File: src/hw/rtl/bdt_pkg.sv
`default_nettype none
// ----------------------------------------------------------------------------
// bdt_pkg
// Shared types and constants of the basic date-time string parser.
// ----------------------------------------------------------------------------
package bdt_pkg;

  localparam int unsigned PosW = 5;

  localparam logic [PosW-1:0] STR_LEN = PosW'(15);
  localparam logic [PosW-1:0] SEP_POS = PosW'(8);
  localparam logic [PosW-1:0] POS_SAT = PosW'(16);

  // end positions (exclusive) of the digit groups
  localparam logic [PosW-1:0] YEAR_HI_END = PosW'(2);
  localparam logic [PosW-1:0] YEAR_END    = PosW'(4);
  localparam logic [PosW-1:0] MONTH_END   = PosW'(6);
  localparam logic [PosW-1:0] DAY_END     = PosW'(8);
  localparam logic [PosW-1:0] HOUR_END    = PosW'(11);
  localparam logic [PosW-1:0] MINUTE_END  = PosW'(13);

  localparam logic [7:0] CHAR_T    = 8'h54;
  localparam logic [7:0] CHAR_ZERO = 8'h30;
  localparam logic [7:0] CHAR_NINE = 8'h39;

  localparam logic [13:0] DEF_YEAR  = 14'd1900;
  localparam logic [3:0]  DEF_MONTH = 4'd1;
  localparam logic [4:0]  DEF_DAY   = 5'd1;

  localparam logic [6:0] MONTH_MAX  = 7'd12;
  localparam logic [6:0] HOUR_MAX   = 7'd23;
  localparam logic [6:0] MIN_SEC_MAX = 7'd59;
  localparam logic [6:0] DAYS_31    = 7'd31;
  localparam logic [6:0] DAYS_30    = 7'd30;
  localparam logic [6:0] DAYS_29    = 7'd29;
  localparam logic [6:0] DAYS_28    = 7'd28;
  localparam logic [6:0] MONTH_FEB  = 7'd2;
  localparam logic [6:0] MONTH_APR  = 7'd4;
  localparam logic [6:0] MONTH_JUN  = 7'd6;
  localparam logic [6:0] MONTH_SEP  = 7'd9;
  localparam logic [6:0] MONTH_NOV  = 7'd11;

  typedef enum logic [1:0] {
    ST_ACCEPTED = 2'd0,
    ST_FORMAT   = 2'd1,
    ST_RANGE    = 2'd2
  } status_e;

  // acc * 10 + d as shift-add, wrapped to the accumulator width
  function automatic logic [13:0] push_digit14(input logic [13:0] acc, input logic [3:0] d);
    push_digit14 = (acc << 3) + (acc << 1) + {10'd0, d};
  endfunction

  function automatic logic [6:0] push_digit7(input logic [6:0] acc, input logic [3:0] d);
    push_digit7 = (acc << 3) + (acc << 1) + {3'd0, d};
  endfunction

endpackage
`default_nettype wire

File: src/hw/rtl/bdt_if.sv
`default_nettype none
// ----------------------------------------------------------------------------
// bdt_if
// Valid/ready channels of the date-time parser: characters in, results out.
// ----------------------------------------------------------------------------
interface bdt_in_if;
  logic       valid;
  logic       ready;
  logic [7:0] char_code;
  logic       last_char;

  modport source (output valid, output char_code, output last_char, input ready);
  modport sink   (input valid, input char_code, input last_char, output ready);
endinterface

interface bdt_out_if;
  logic              valid;
  logic              ready;
  logic [13:0]       out_year;
  logic [3:0]        out_month;
  logic [4:0]        out_day;
  logic [4:0]        out_hour;
  logic [5:0]        out_minute;
  logic [5:0]        out_second;
  bdt_pkg::status_e  parse_status;

  modport source (output valid, output out_year, output out_month, output out_day,
                  output out_hour, output out_minute, output out_second,
                  output parse_status, input ready);
  modport sink   (input valid, input out_year, input out_month, input out_day,
                  input out_hour, input out_minute, input out_second,
                  input parse_status, output ready);
endinterface
`default_nettype wire

File: src/hw/rtl/basic_datetime_string_parser.sv
`default_nettype none
// ----------------------------------------------------------------------------
// basic_datetime_string_parser
// Parses YYYYMMDDTHHMMSS strings, one character per item, into a stored
// date-time with an accept / format reject / range reject status.
// ----------------------------------------------------------------------------
// One character is taken per cycle. Digits are folded into the field
// accumulators as they arrive; on the character flagged last the finished
// fields are copied to a snapshot register and the string state clears, so
// the next string may start in the following cycle. Once the result
// register is free, the snapshot is checked against the calendar and the
// result register, which also holds the stored date-time, is written. The
// stored value starts as 1900-01-01 00:00:00 after reset. Input ready drops
// only while a snapshot waits behind an unread result.
module basic_datetime_string_parser (
  input  wire logic clk_i,
  input  wire logic rst_ni,
  bdt_in_if.sink    in_i,
  bdt_out_if.source out_o
);

  // string state
  logic [bdt_pkg::PosW-1:0] pos_q, pos_d;
  logic        fmt_q, fmt_d;
  logic [13:0] year_q, year_d;
  logic [6:0]  yhi_q, yhi_d, ylo_q, ylo_d;
  logic [6:0]  month_q, month_d, day_q, day_d;
  logic [6:0]  hour_q, hour_d, minute_q, minute_d, second_q, second_d;

  // snapshot of a finished string
  logic        snap_valid_q;
  logic        snap_fmt_q;
  logic [13:0] snap_year_q;
  logic [6:0]  snap_yhi_q, snap_ylo_q, snap_month_q, snap_day_q;
  logic [6:0]  snap_hour_q, snap_minute_q, snap_second_q;

  // result / stored date-time
  logic             out_valid_q;
  logic [13:0]      kept_year_q;
  logic [3:0]       kept_month_q;
  logic [4:0]       kept_day_q, kept_hour_q;
  logic [5:0]       kept_minute_q, kept_second_q;
  bdt_pkg::status_e status_q;

  logic       in_fire, snap_adv, out_free;
  logic       is_digit;
  logic [3:0] digit;
  logic       leap;
  logic [6:0] max_day;
  logic       fields_ok;

  assign out_free = !out_valid_q || out_o.ready;
  assign snap_adv = snap_valid_q && out_free;
  assign in_i.ready = !snap_valid_q || snap_adv;
  assign in_fire = in_i.valid && in_i.ready;

  assign is_digit = (in_i.char_code >= bdt_pkg::CHAR_ZERO) &&
                    (in_i.char_code <= bdt_pkg::CHAR_NINE);
  assign digit = 4'(in_i.char_code - bdt_pkg::CHAR_ZERO);

  always_comb begin
    fmt_d    = fmt_q;
    year_d   = year_q;
    yhi_d    = yhi_q;
    ylo_d    = ylo_q;
    month_d  = month_q;
    day_d    = day_q;
    hour_d   = hour_q;
    minute_d = minute_q;
    second_d = second_q;
    if (pos_q >= bdt_pkg::STR_LEN) begin
      fmt_d = 1'b0;
    end else if (pos_q == bdt_pkg::SEP_POS) begin
      if (in_i.char_code != bdt_pkg::CHAR_T) fmt_d = 1'b0;
    end else if (!is_digit) begin
      fmt_d = 1'b0;
    end else if (pos_q < bdt_pkg::YEAR_END) begin
      year_d = bdt_pkg::push_digit14(year_q, digit);
      // century and year-in-century kept apart for the leap test
      if (pos_q < bdt_pkg::YEAR_HI_END) yhi_d = bdt_pkg::push_digit7(yhi_q, digit);
      else ylo_d = bdt_pkg::push_digit7(ylo_q, digit);
    end else if (pos_q < bdt_pkg::MONTH_END) begin
      month_d = bdt_pkg::push_digit7(month_q, digit);
    end else if (pos_q < bdt_pkg::DAY_END) begin
      day_d = bdt_pkg::push_digit7(day_q, digit);
    end else if (pos_q < bdt_pkg::HOUR_END) begin
      hour_d = bdt_pkg::push_digit7(hour_q, digit);
    end else if (pos_q < bdt_pkg::MINUTE_END) begin
      minute_d = bdt_pkg::push_digit7(minute_q, digit);
    end else begin
      second_d = bdt_pkg::push_digit7(second_q, digit);
    end
    pos_d = (pos_q < bdt_pkg::POS_SAT) ? pos_q + bdt_pkg::PosW'(1) : bdt_pkg::POS_SAT;
  end

  always_ff @(posedge clk_i or negedge rst_ni) begin
    if (!rst_ni) begin
      pos_q    <= '0;
      fmt_q    <= 1'b1;
      year_q   <= '0;
      yhi_q    <= '0;
      ylo_q    <= '0;
      month_q  <= '0;
      day_q    <= '0;
      hour_q   <= '0;
      minute_q <= '0;
      second_q <= '0;
    end else if (in_fire) begin
      if (in_i.last_char) begin
        pos_q    <= '0;
        fmt_q    <= 1'b1;
        year_q   <= '0;
        yhi_q    <= '0;
        ylo_q    <= '0;
        month_q  <= '0;
        day_q    <= '0;
        hour_q   <= '0;
        minute_q <= '0;
        second_q <= '0;
      end else begin
        pos_q    <= pos_d;
        fmt_q    <= fmt_d;
        year_q   <= year_d;
        yhi_q    <= yhi_d;
        ylo_q    <= ylo_d;
        month_q  <= month_d;
        day_q    <= day_d;
        hour_q   <= hour_d;
        minute_q <= minute_d;
        second_q <= second_d;
      end
    end
  end

  always_ff @(posedge clk_i or negedge rst_ni) begin
    if (!rst_ni) begin
      snap_valid_q <= 1'b0;
    end else if (in_fire && in_i.last_char) begin
      snap_valid_q <= 1'b1;
    end else if (snap_adv) begin
      snap_valid_q <= 1'b0;
    end
  end

  always_ff @(posedge clk_i) begin
    if (in_fire && in_i.last_char) begin
      snap_fmt_q    <= fmt_d && (pos_d == bdt_pkg::STR_LEN);
      snap_year_q   <= year_d;
      snap_yhi_q    <= yhi_d;
      snap_ylo_q    <= ylo_d;
      snap_month_q  <= month_d;
      snap_day_q    <= day_d;
      snap_hour_q   <= hour_d;
      snap_minute_q <= minute_d;
      snap_second_q <= second_d;
    end
  end

  // year % 4 follows the last two digits; a whole century follows the first two
  assign leap = (snap_ylo_q == 7'd0) ? (snap_yhi_q[1:0] == 2'd0) : (snap_ylo_q[1:0] == 2'd0);

  always_comb begin
    max_day = bdt_pkg::DAYS_31;
    if (snap_month_q == bdt_pkg::MONTH_APR || snap_month_q == bdt_pkg::MONTH_JUN ||
        snap_month_q == bdt_pkg::MONTH_SEP || snap_month_q == bdt_pkg::MONTH_NOV) begin
      max_day = bdt_pkg::DAYS_30;
    end else if (snap_month_q == bdt_pkg::MONTH_FEB) begin
      max_day = leap ? bdt_pkg::DAYS_29 : bdt_pkg::DAYS_28;
    end
  end

  assign fields_ok = (snap_month_q != 7'd0) && (snap_month_q <= bdt_pkg::MONTH_MAX) &&
                     (snap_day_q != 7'd0) && (snap_day_q <= max_day) &&
                     (snap_hour_q <= bdt_pkg::HOUR_MAX) &&
                     (snap_minute_q <= bdt_pkg::MIN_SEC_MAX) &&
                     (snap_second_q <= bdt_pkg::MIN_SEC_MAX);

  always_ff @(posedge clk_i or negedge rst_ni) begin
    if (!rst_ni) begin
      out_valid_q   <= 1'b0;
      status_q      <= bdt_pkg::ST_ACCEPTED;
      kept_year_q   <= bdt_pkg::DEF_YEAR;
      kept_month_q  <= bdt_pkg::DEF_MONTH;
      kept_day_q    <= bdt_pkg::DEF_DAY;
      kept_hour_q   <= '0;
      kept_minute_q <= '0;
      kept_second_q <= '0;
    end else begin
      if (out_free) out_valid_q <= snap_valid_q;
      if (snap_adv) begin
        if (!snap_fmt_q) begin
          status_q <= bdt_pkg::ST_FORMAT;
        end else if (fields_ok) begin
          status_q      <= bdt_pkg::ST_ACCEPTED;
          kept_year_q   <= snap_year_q;
          kept_month_q  <= snap_month_q[3:0];
          kept_day_q    <= snap_day_q[4:0];
          kept_hour_q   <= snap_hour_q[4:0];
          kept_minute_q <= snap_minute_q[5:0];
          kept_second_q <= snap_second_q[5:0];
        end else begin
          status_q      <= bdt_pkg::ST_RANGE;
          kept_year_q   <= bdt_pkg::DEF_YEAR;
          kept_month_q  <= bdt_pkg::DEF_MONTH;
          kept_day_q    <= bdt_pkg::DEF_DAY;
          kept_hour_q   <= '0;
          kept_minute_q <= '0;
          kept_second_q <= '0;
        end
      end
    end
  end

  assign out_o.valid        = out_valid_q;
  assign out_o.out_year     = kept_year_q;
  assign out_o.out_month    = kept_month_q;
  assign out_o.out_day      = kept_day_q;
  assign out_o.out_hour     = kept_hour_q;
  assign out_o.out_minute   = kept_minute_q;
  assign out_o.out_second   = kept_second_q;
  assign out_o.parse_status = status_q;

endmodule
`default_nettype wire

File: src/flat_wrapper.sv
// flat-port wrapper written by rule: the top's interface ports become plain ports
module basic_datetime_string_parser_flat 
  (clk_i, rst_ni, in_i_valid, in_i_char_code, in_i_last_char, in_i_ready, out_o_valid, out_o_out_year, out_o_out_month, out_o_out_day, out_o_out_hour, out_o_out_minute, out_o_out_second, out_o_parse_status, out_o_ready);
  bdt_in_if in_i_i ();
  bdt_out_if out_o_i ();
  input  wire logic clk_i;
  input  wire logic rst_ni;
  input wire logic [$bits(in_i_i.valid)-1:0] in_i_valid;
  input wire logic [$bits(in_i_i.char_code)-1:0] in_i_char_code;
  input wire logic [$bits(in_i_i.last_char)-1:0] in_i_last_char;
  output wire logic [$bits(in_i_i.ready)-1:0] in_i_ready;
  output wire logic [$bits(out_o_i.valid)-1:0] out_o_valid;
  output wire logic [$bits(out_o_i.out_year)-1:0] out_o_out_year;
  output wire logic [$bits(out_o_i.out_month)-1:0] out_o_out_month;
  output wire logic [$bits(out_o_i.out_day)-1:0] out_o_out_day;
  output wire logic [$bits(out_o_i.out_hour)-1:0] out_o_out_hour;
  output wire logic [$bits(out_o_i.out_minute)-1:0] out_o_out_minute;
  output wire logic [$bits(out_o_i.out_second)-1:0] out_o_out_second;
  output wire logic [$bits(out_o_i.parse_status)-1:0] out_o_parse_status;
  input wire logic [$bits(out_o_i.ready)-1:0] out_o_ready;
  assign in_i_i.valid = in_i_valid;
  assign in_i_i.char_code = in_i_char_code;
  assign in_i_i.last_char = in_i_last_char;
  assign in_i_ready = in_i_i.ready;
  assign out_o_valid = out_o_i.valid;
  assign out_o_out_year = out_o_i.out_year;
  assign out_o_out_month = out_o_i.out_month;
  assign out_o_out_day = out_o_i.out_day;
  assign out_o_out_hour = out_o_i.out_hour;
  assign out_o_out_minute = out_o_i.out_minute;
  assign out_o_out_second = out_o_i.out_second;
  assign out_o_parse_status = out_o_i.parse_status;
  assign out_o_i.ready = out_o_ready;
  basic_datetime_string_parser u_core (.clk_i(clk_i), .rst_ni(rst_ni), .in_i(in_i_i), .out_o(out_o_i));
endmodule
File: config.mk
export PLATFORM = sky130hd
export DESIGN_NAME = basic_datetime_string_parser_flat
export DESIGN_NICKNAME = d
export VERILOG_FILES = /design/src/hw/rtl/bdt_pkg.sv /design/src/hw/rtl/bdt_if.sv /design/src/hw/rtl/basic_datetime_string_parser.sv /design/src/flat_wrapper.sv
export SDC_FILE = /design/constraint.sdc
export NUM_CORES = 1
export LEC_CHECK = 0
export BUFFER_PORTS_ARGS = -buffer_cell sky130_fd_sc_hd__buf_2
export CORE_MARGIN = 2
export CORE_UTILIZATION = 61
export CTS_CLUSTER_DIAMETER = 200
export DETAILED_ROUTE_END_ITERATION = 12
export PLACE_DENSITY = 0.87
export SYNTH_ARGS = -nofsm -noshare
export SYNTH_HDL_FRONTEND = slang
export SYNTH_SLANG_ARGS = --single-unit
export TNS_END_PERCENT = 5
File: constraint.sdc
create_clock -name clk_i -period 3.28 [get_ports clk_i]
set_input_delay 0.164 -clock clk_i [delete_from_list [all_inputs] [get_ports clk_i]]
set_output_delay 0.164 -clock clk_i [all_outputs]
set_load 0.01 [all_outputs]
==> summary.md <==
| Metric | Value |
|---|---|
| Setup crit end | `u_core.snap_year_q[12]` |
| Setup crit start kind | `register` |
| Via count | `6868` |
| First-pass GRT wire length | `35200 um` |
| Critical Path RT | `3.47 ns` |
| DRC errors left | `0` |
| Total CTS buffers | `17` |
| Via count of the first global-routing pass | `6838` |
| Top area cells in the synthesized netlist | `dfrtp_1, edfxtp_1, ha_1` |
| WP depth | `7` |
| P_leak | `4.86 nW` |
| Dpl hpwl | `14500 um` |
| Synth Instances | `856` |
| Initial antenna violation count | `0` |
| Area grow syn2layout | `11.7%` |
| Min Tclk post-route | `2.89 ns` |
| Setup tns final | `0 ns` |
| GRT Util Overall | `0.282` |
| Mapped Nets | `957` |
| Worst Reg-to-Reg Cells | `7` |
| DIE WIDTH | `127 um` |
| CTS tree | `built` |
| Placed instance count | `1072` |
| Critical path's largest stage delay | `0.53 ns` |
| Slew @ Worst Pin | `1.05 ns` |
| Final Skew | `0.00898 ns` |
| PwrDens | `476 mW/mm^2` |
| Share of the synthesized area in the top cell type | `0.266` |
| I/O Buffers | `56` |
| Post-Syn Area | `0.00922 sq mm` |
| CP most frequent cell | `fa_1` |
| N_diodes | `0` |
| # setup viols final | `0` |
| Post-CTS setup buffer count | `0` |
| Yosys Warn Count | `0` |
| Final Power | `4.90 mW` |
| Drt total wl | `21300 um` |
| Pin count of the biggest net entering global routing | `64` |
| Via-to-Cell Ratio | `6.22` |
| R2R Path Start | `u_core.year_q[0]` |
| Root Buffer | `clkbuf_16` |
| RR Endpoint | `u_core.snap_year_q[12]` |
| Fmax | `0.346 GHz` |
| Num rows | `44` |
| Number of flops mapped to enable cells by yosys | `59` |
| Number of synthesized register bits | `167` |
| Final Cycle Share | `0.882` |
| WL/cell | `19.3 um` |
| Clock Path Buffers | `2` |
| CP max stage cell | `fa_1` |
| Ys flop type | `dfrtp_1` |
| Crit-path cells | `fa_1 > fa_1 > a211o_1 > a21oi_1 > o21ai_0 > xor2_1 > mux2_2` |
| Max VDD drop | `0.352 mV` |
| Post-cts repair resize count | `0` |
| Initial Util | `0.629` |
| Crit path kind | `reg2reg` |
| Mean Syn Cell Area | `10.8 sq um` |
| Layout cells sized above 1 | `0.168` |
| Post-synth ARST share | `0.647` |
| Worst EP arrival | `3.09 ns` |
| Crit-path max FO | `4` |
| Worst-path clk slew | `0.07 ns` |
| RSZ-0062 raised after global routing | `no` |
| Worst-Skew Late Latency | `0.44 ns` |
| Run status | `completed` |
| Post-synth top area cell | `dfrtp_1` |
| Post-Layout Cell Count | `1105` |
| Launch point of the worst path | `u_core.year_q[0]` |
| Total gr overflow | `0` |
| Cell family with most CP delay | `adder cells` |
| Top-count cell post-synth | `nand2_1` |
| Antenna Nets Post-Route | `0` |
| Total core area | `0.0146 sq mm` |
| Relative slew slack | `0.294` |
| Post-synthesis sequential area ratio | `0.487` |
| DR pass1 iterations | `5` |
| GP Congestion | `0.916` |
| CP Buf/Inv Count | `0` |
| Setup crit end kind | `register` |
| Netlist cell types | `67` |
| Hold Fails Final Rpt | `0` |
| Top Ports | `57` |
| # clock sinks | `167` |
| Max Cap Viol | `0` |
| Depth of the CTS H-tree | `4` |
| Synth top cells by count | `nand2_1, dfrtp_1, ha_1, edfxtp_1, o21ai_0` |
| Die area | `0.0161 sq mm` |
| Die Ht | `127 um` |
| Final nets | `1009` |
| Initial drt markers | `627` |
| Slew Viols, Final | `0` |
| Reg2reg setup slack | `0.39 ns` |
| Hold Crit Class | `in2reg` |
[where the power goes]
part / internal [mW] / switching, mW
sequential: 2.27 / 0.0645
clock: 1.03 / 0.987
combinational: 0.196 / 0.347
total: 3.50 / 1.40
[worst min path at each step]
stage,from,end,slack [ns],cells after the start
after global routing,out_o_ready,u_core.out_o.valid,0.06,3
after CTS,out_o_ready,u_core.out_o.valid,0.05,3
final,out_o_ready,u_core.out_o.valid,0.05,3
after global placement,rst_ni,u_core.ylo_q[5],0.34,1
after detailed placement,rst_ni,u_core.ylo_q[3],0.34,1
after floorplan,rst_ni,u_core.day_q[0],-0.13,0
[cells in the final DEF (no fill, tap or decap), drive strengths merged, types with 5 or more instances in the layout]
master,count
o21ai,94
nor2,22
xor2,13
nand2b,11
nand2,155
nor2b,5
clkbuf,17
a22o,19
dfrtp,98
edfxtp,59
buf,71
a31oi,7
nor3,7
nand4,5
a21oi,24
nor4,7
fa,14
dfstp,10
xnor2,31
ha,74
nand3,7
a21o,23
o22ai,6
and2,5
inv,51
a32o,7
mux2,26
[stage by stage]
| step | hold slack [ns] | worst slack (ns) | utilization | area [sq um] |
|---|---|---|---|---|
| floorplan | -0.132 | 0.400 | - | 9220 |
| global placement | 0.338 | 0.450 | 0.661 | 9690 |
| detailed placement | 0.340 | 0.426 | 0.661 | 9690 |
| CTS | 0.0481 | 0.391 | 0.703 | 10300 |
| global route | 0.0625 | 0.231 | 0.703 | 10300 |
| finish | 0.0518 | 0.388 | 0.703 | 10300 |
[worst min-delay path: stages]
cell and delay, ns:
buf_2 0.08, nand2b_1 0.15, nand2b_1 0.07
[layout make-up]
class,instances,area [sq um]
clock inverters,15,170
repair buffers,72,430
flip-flops and latches,167,4490
inverters,41,154
fillers,998,4350
clock buffers,17,425
multi-input cells,609,4390
well taps,184,230
[logic make-up after synthesis]
kind of cell / after synthesis / share of synthesized area
adder cells (fa/ha/maj): 88 / 0.131
AO/OA/AOI/OAI: 207 / 0.147
multiplexers: 27 / 0.0329
flip-flops: 167 / 0.487
buffers and inverters: 80 / 0.0363
XOR/XNOR: 44 / 0.0418
AND/OR/NAND/NOR: 243 / 0.124
[routing by layer]
metal / part of all wire / global-route usage
met2: 0.47 / 0.452
met3: 0.080 / 0.0675
met4: 0.019 / 0.0834
met1: 0.43 / 0.388
met5: 0 / 0
[repair_timing]
action                     4_1_cts  5_1_grt
setup endpoints to repair        0        0
hold buffers                     1        0
hold endpoints to repair        55        0
No activity file was read; power rests on OpenSTA's default activity.
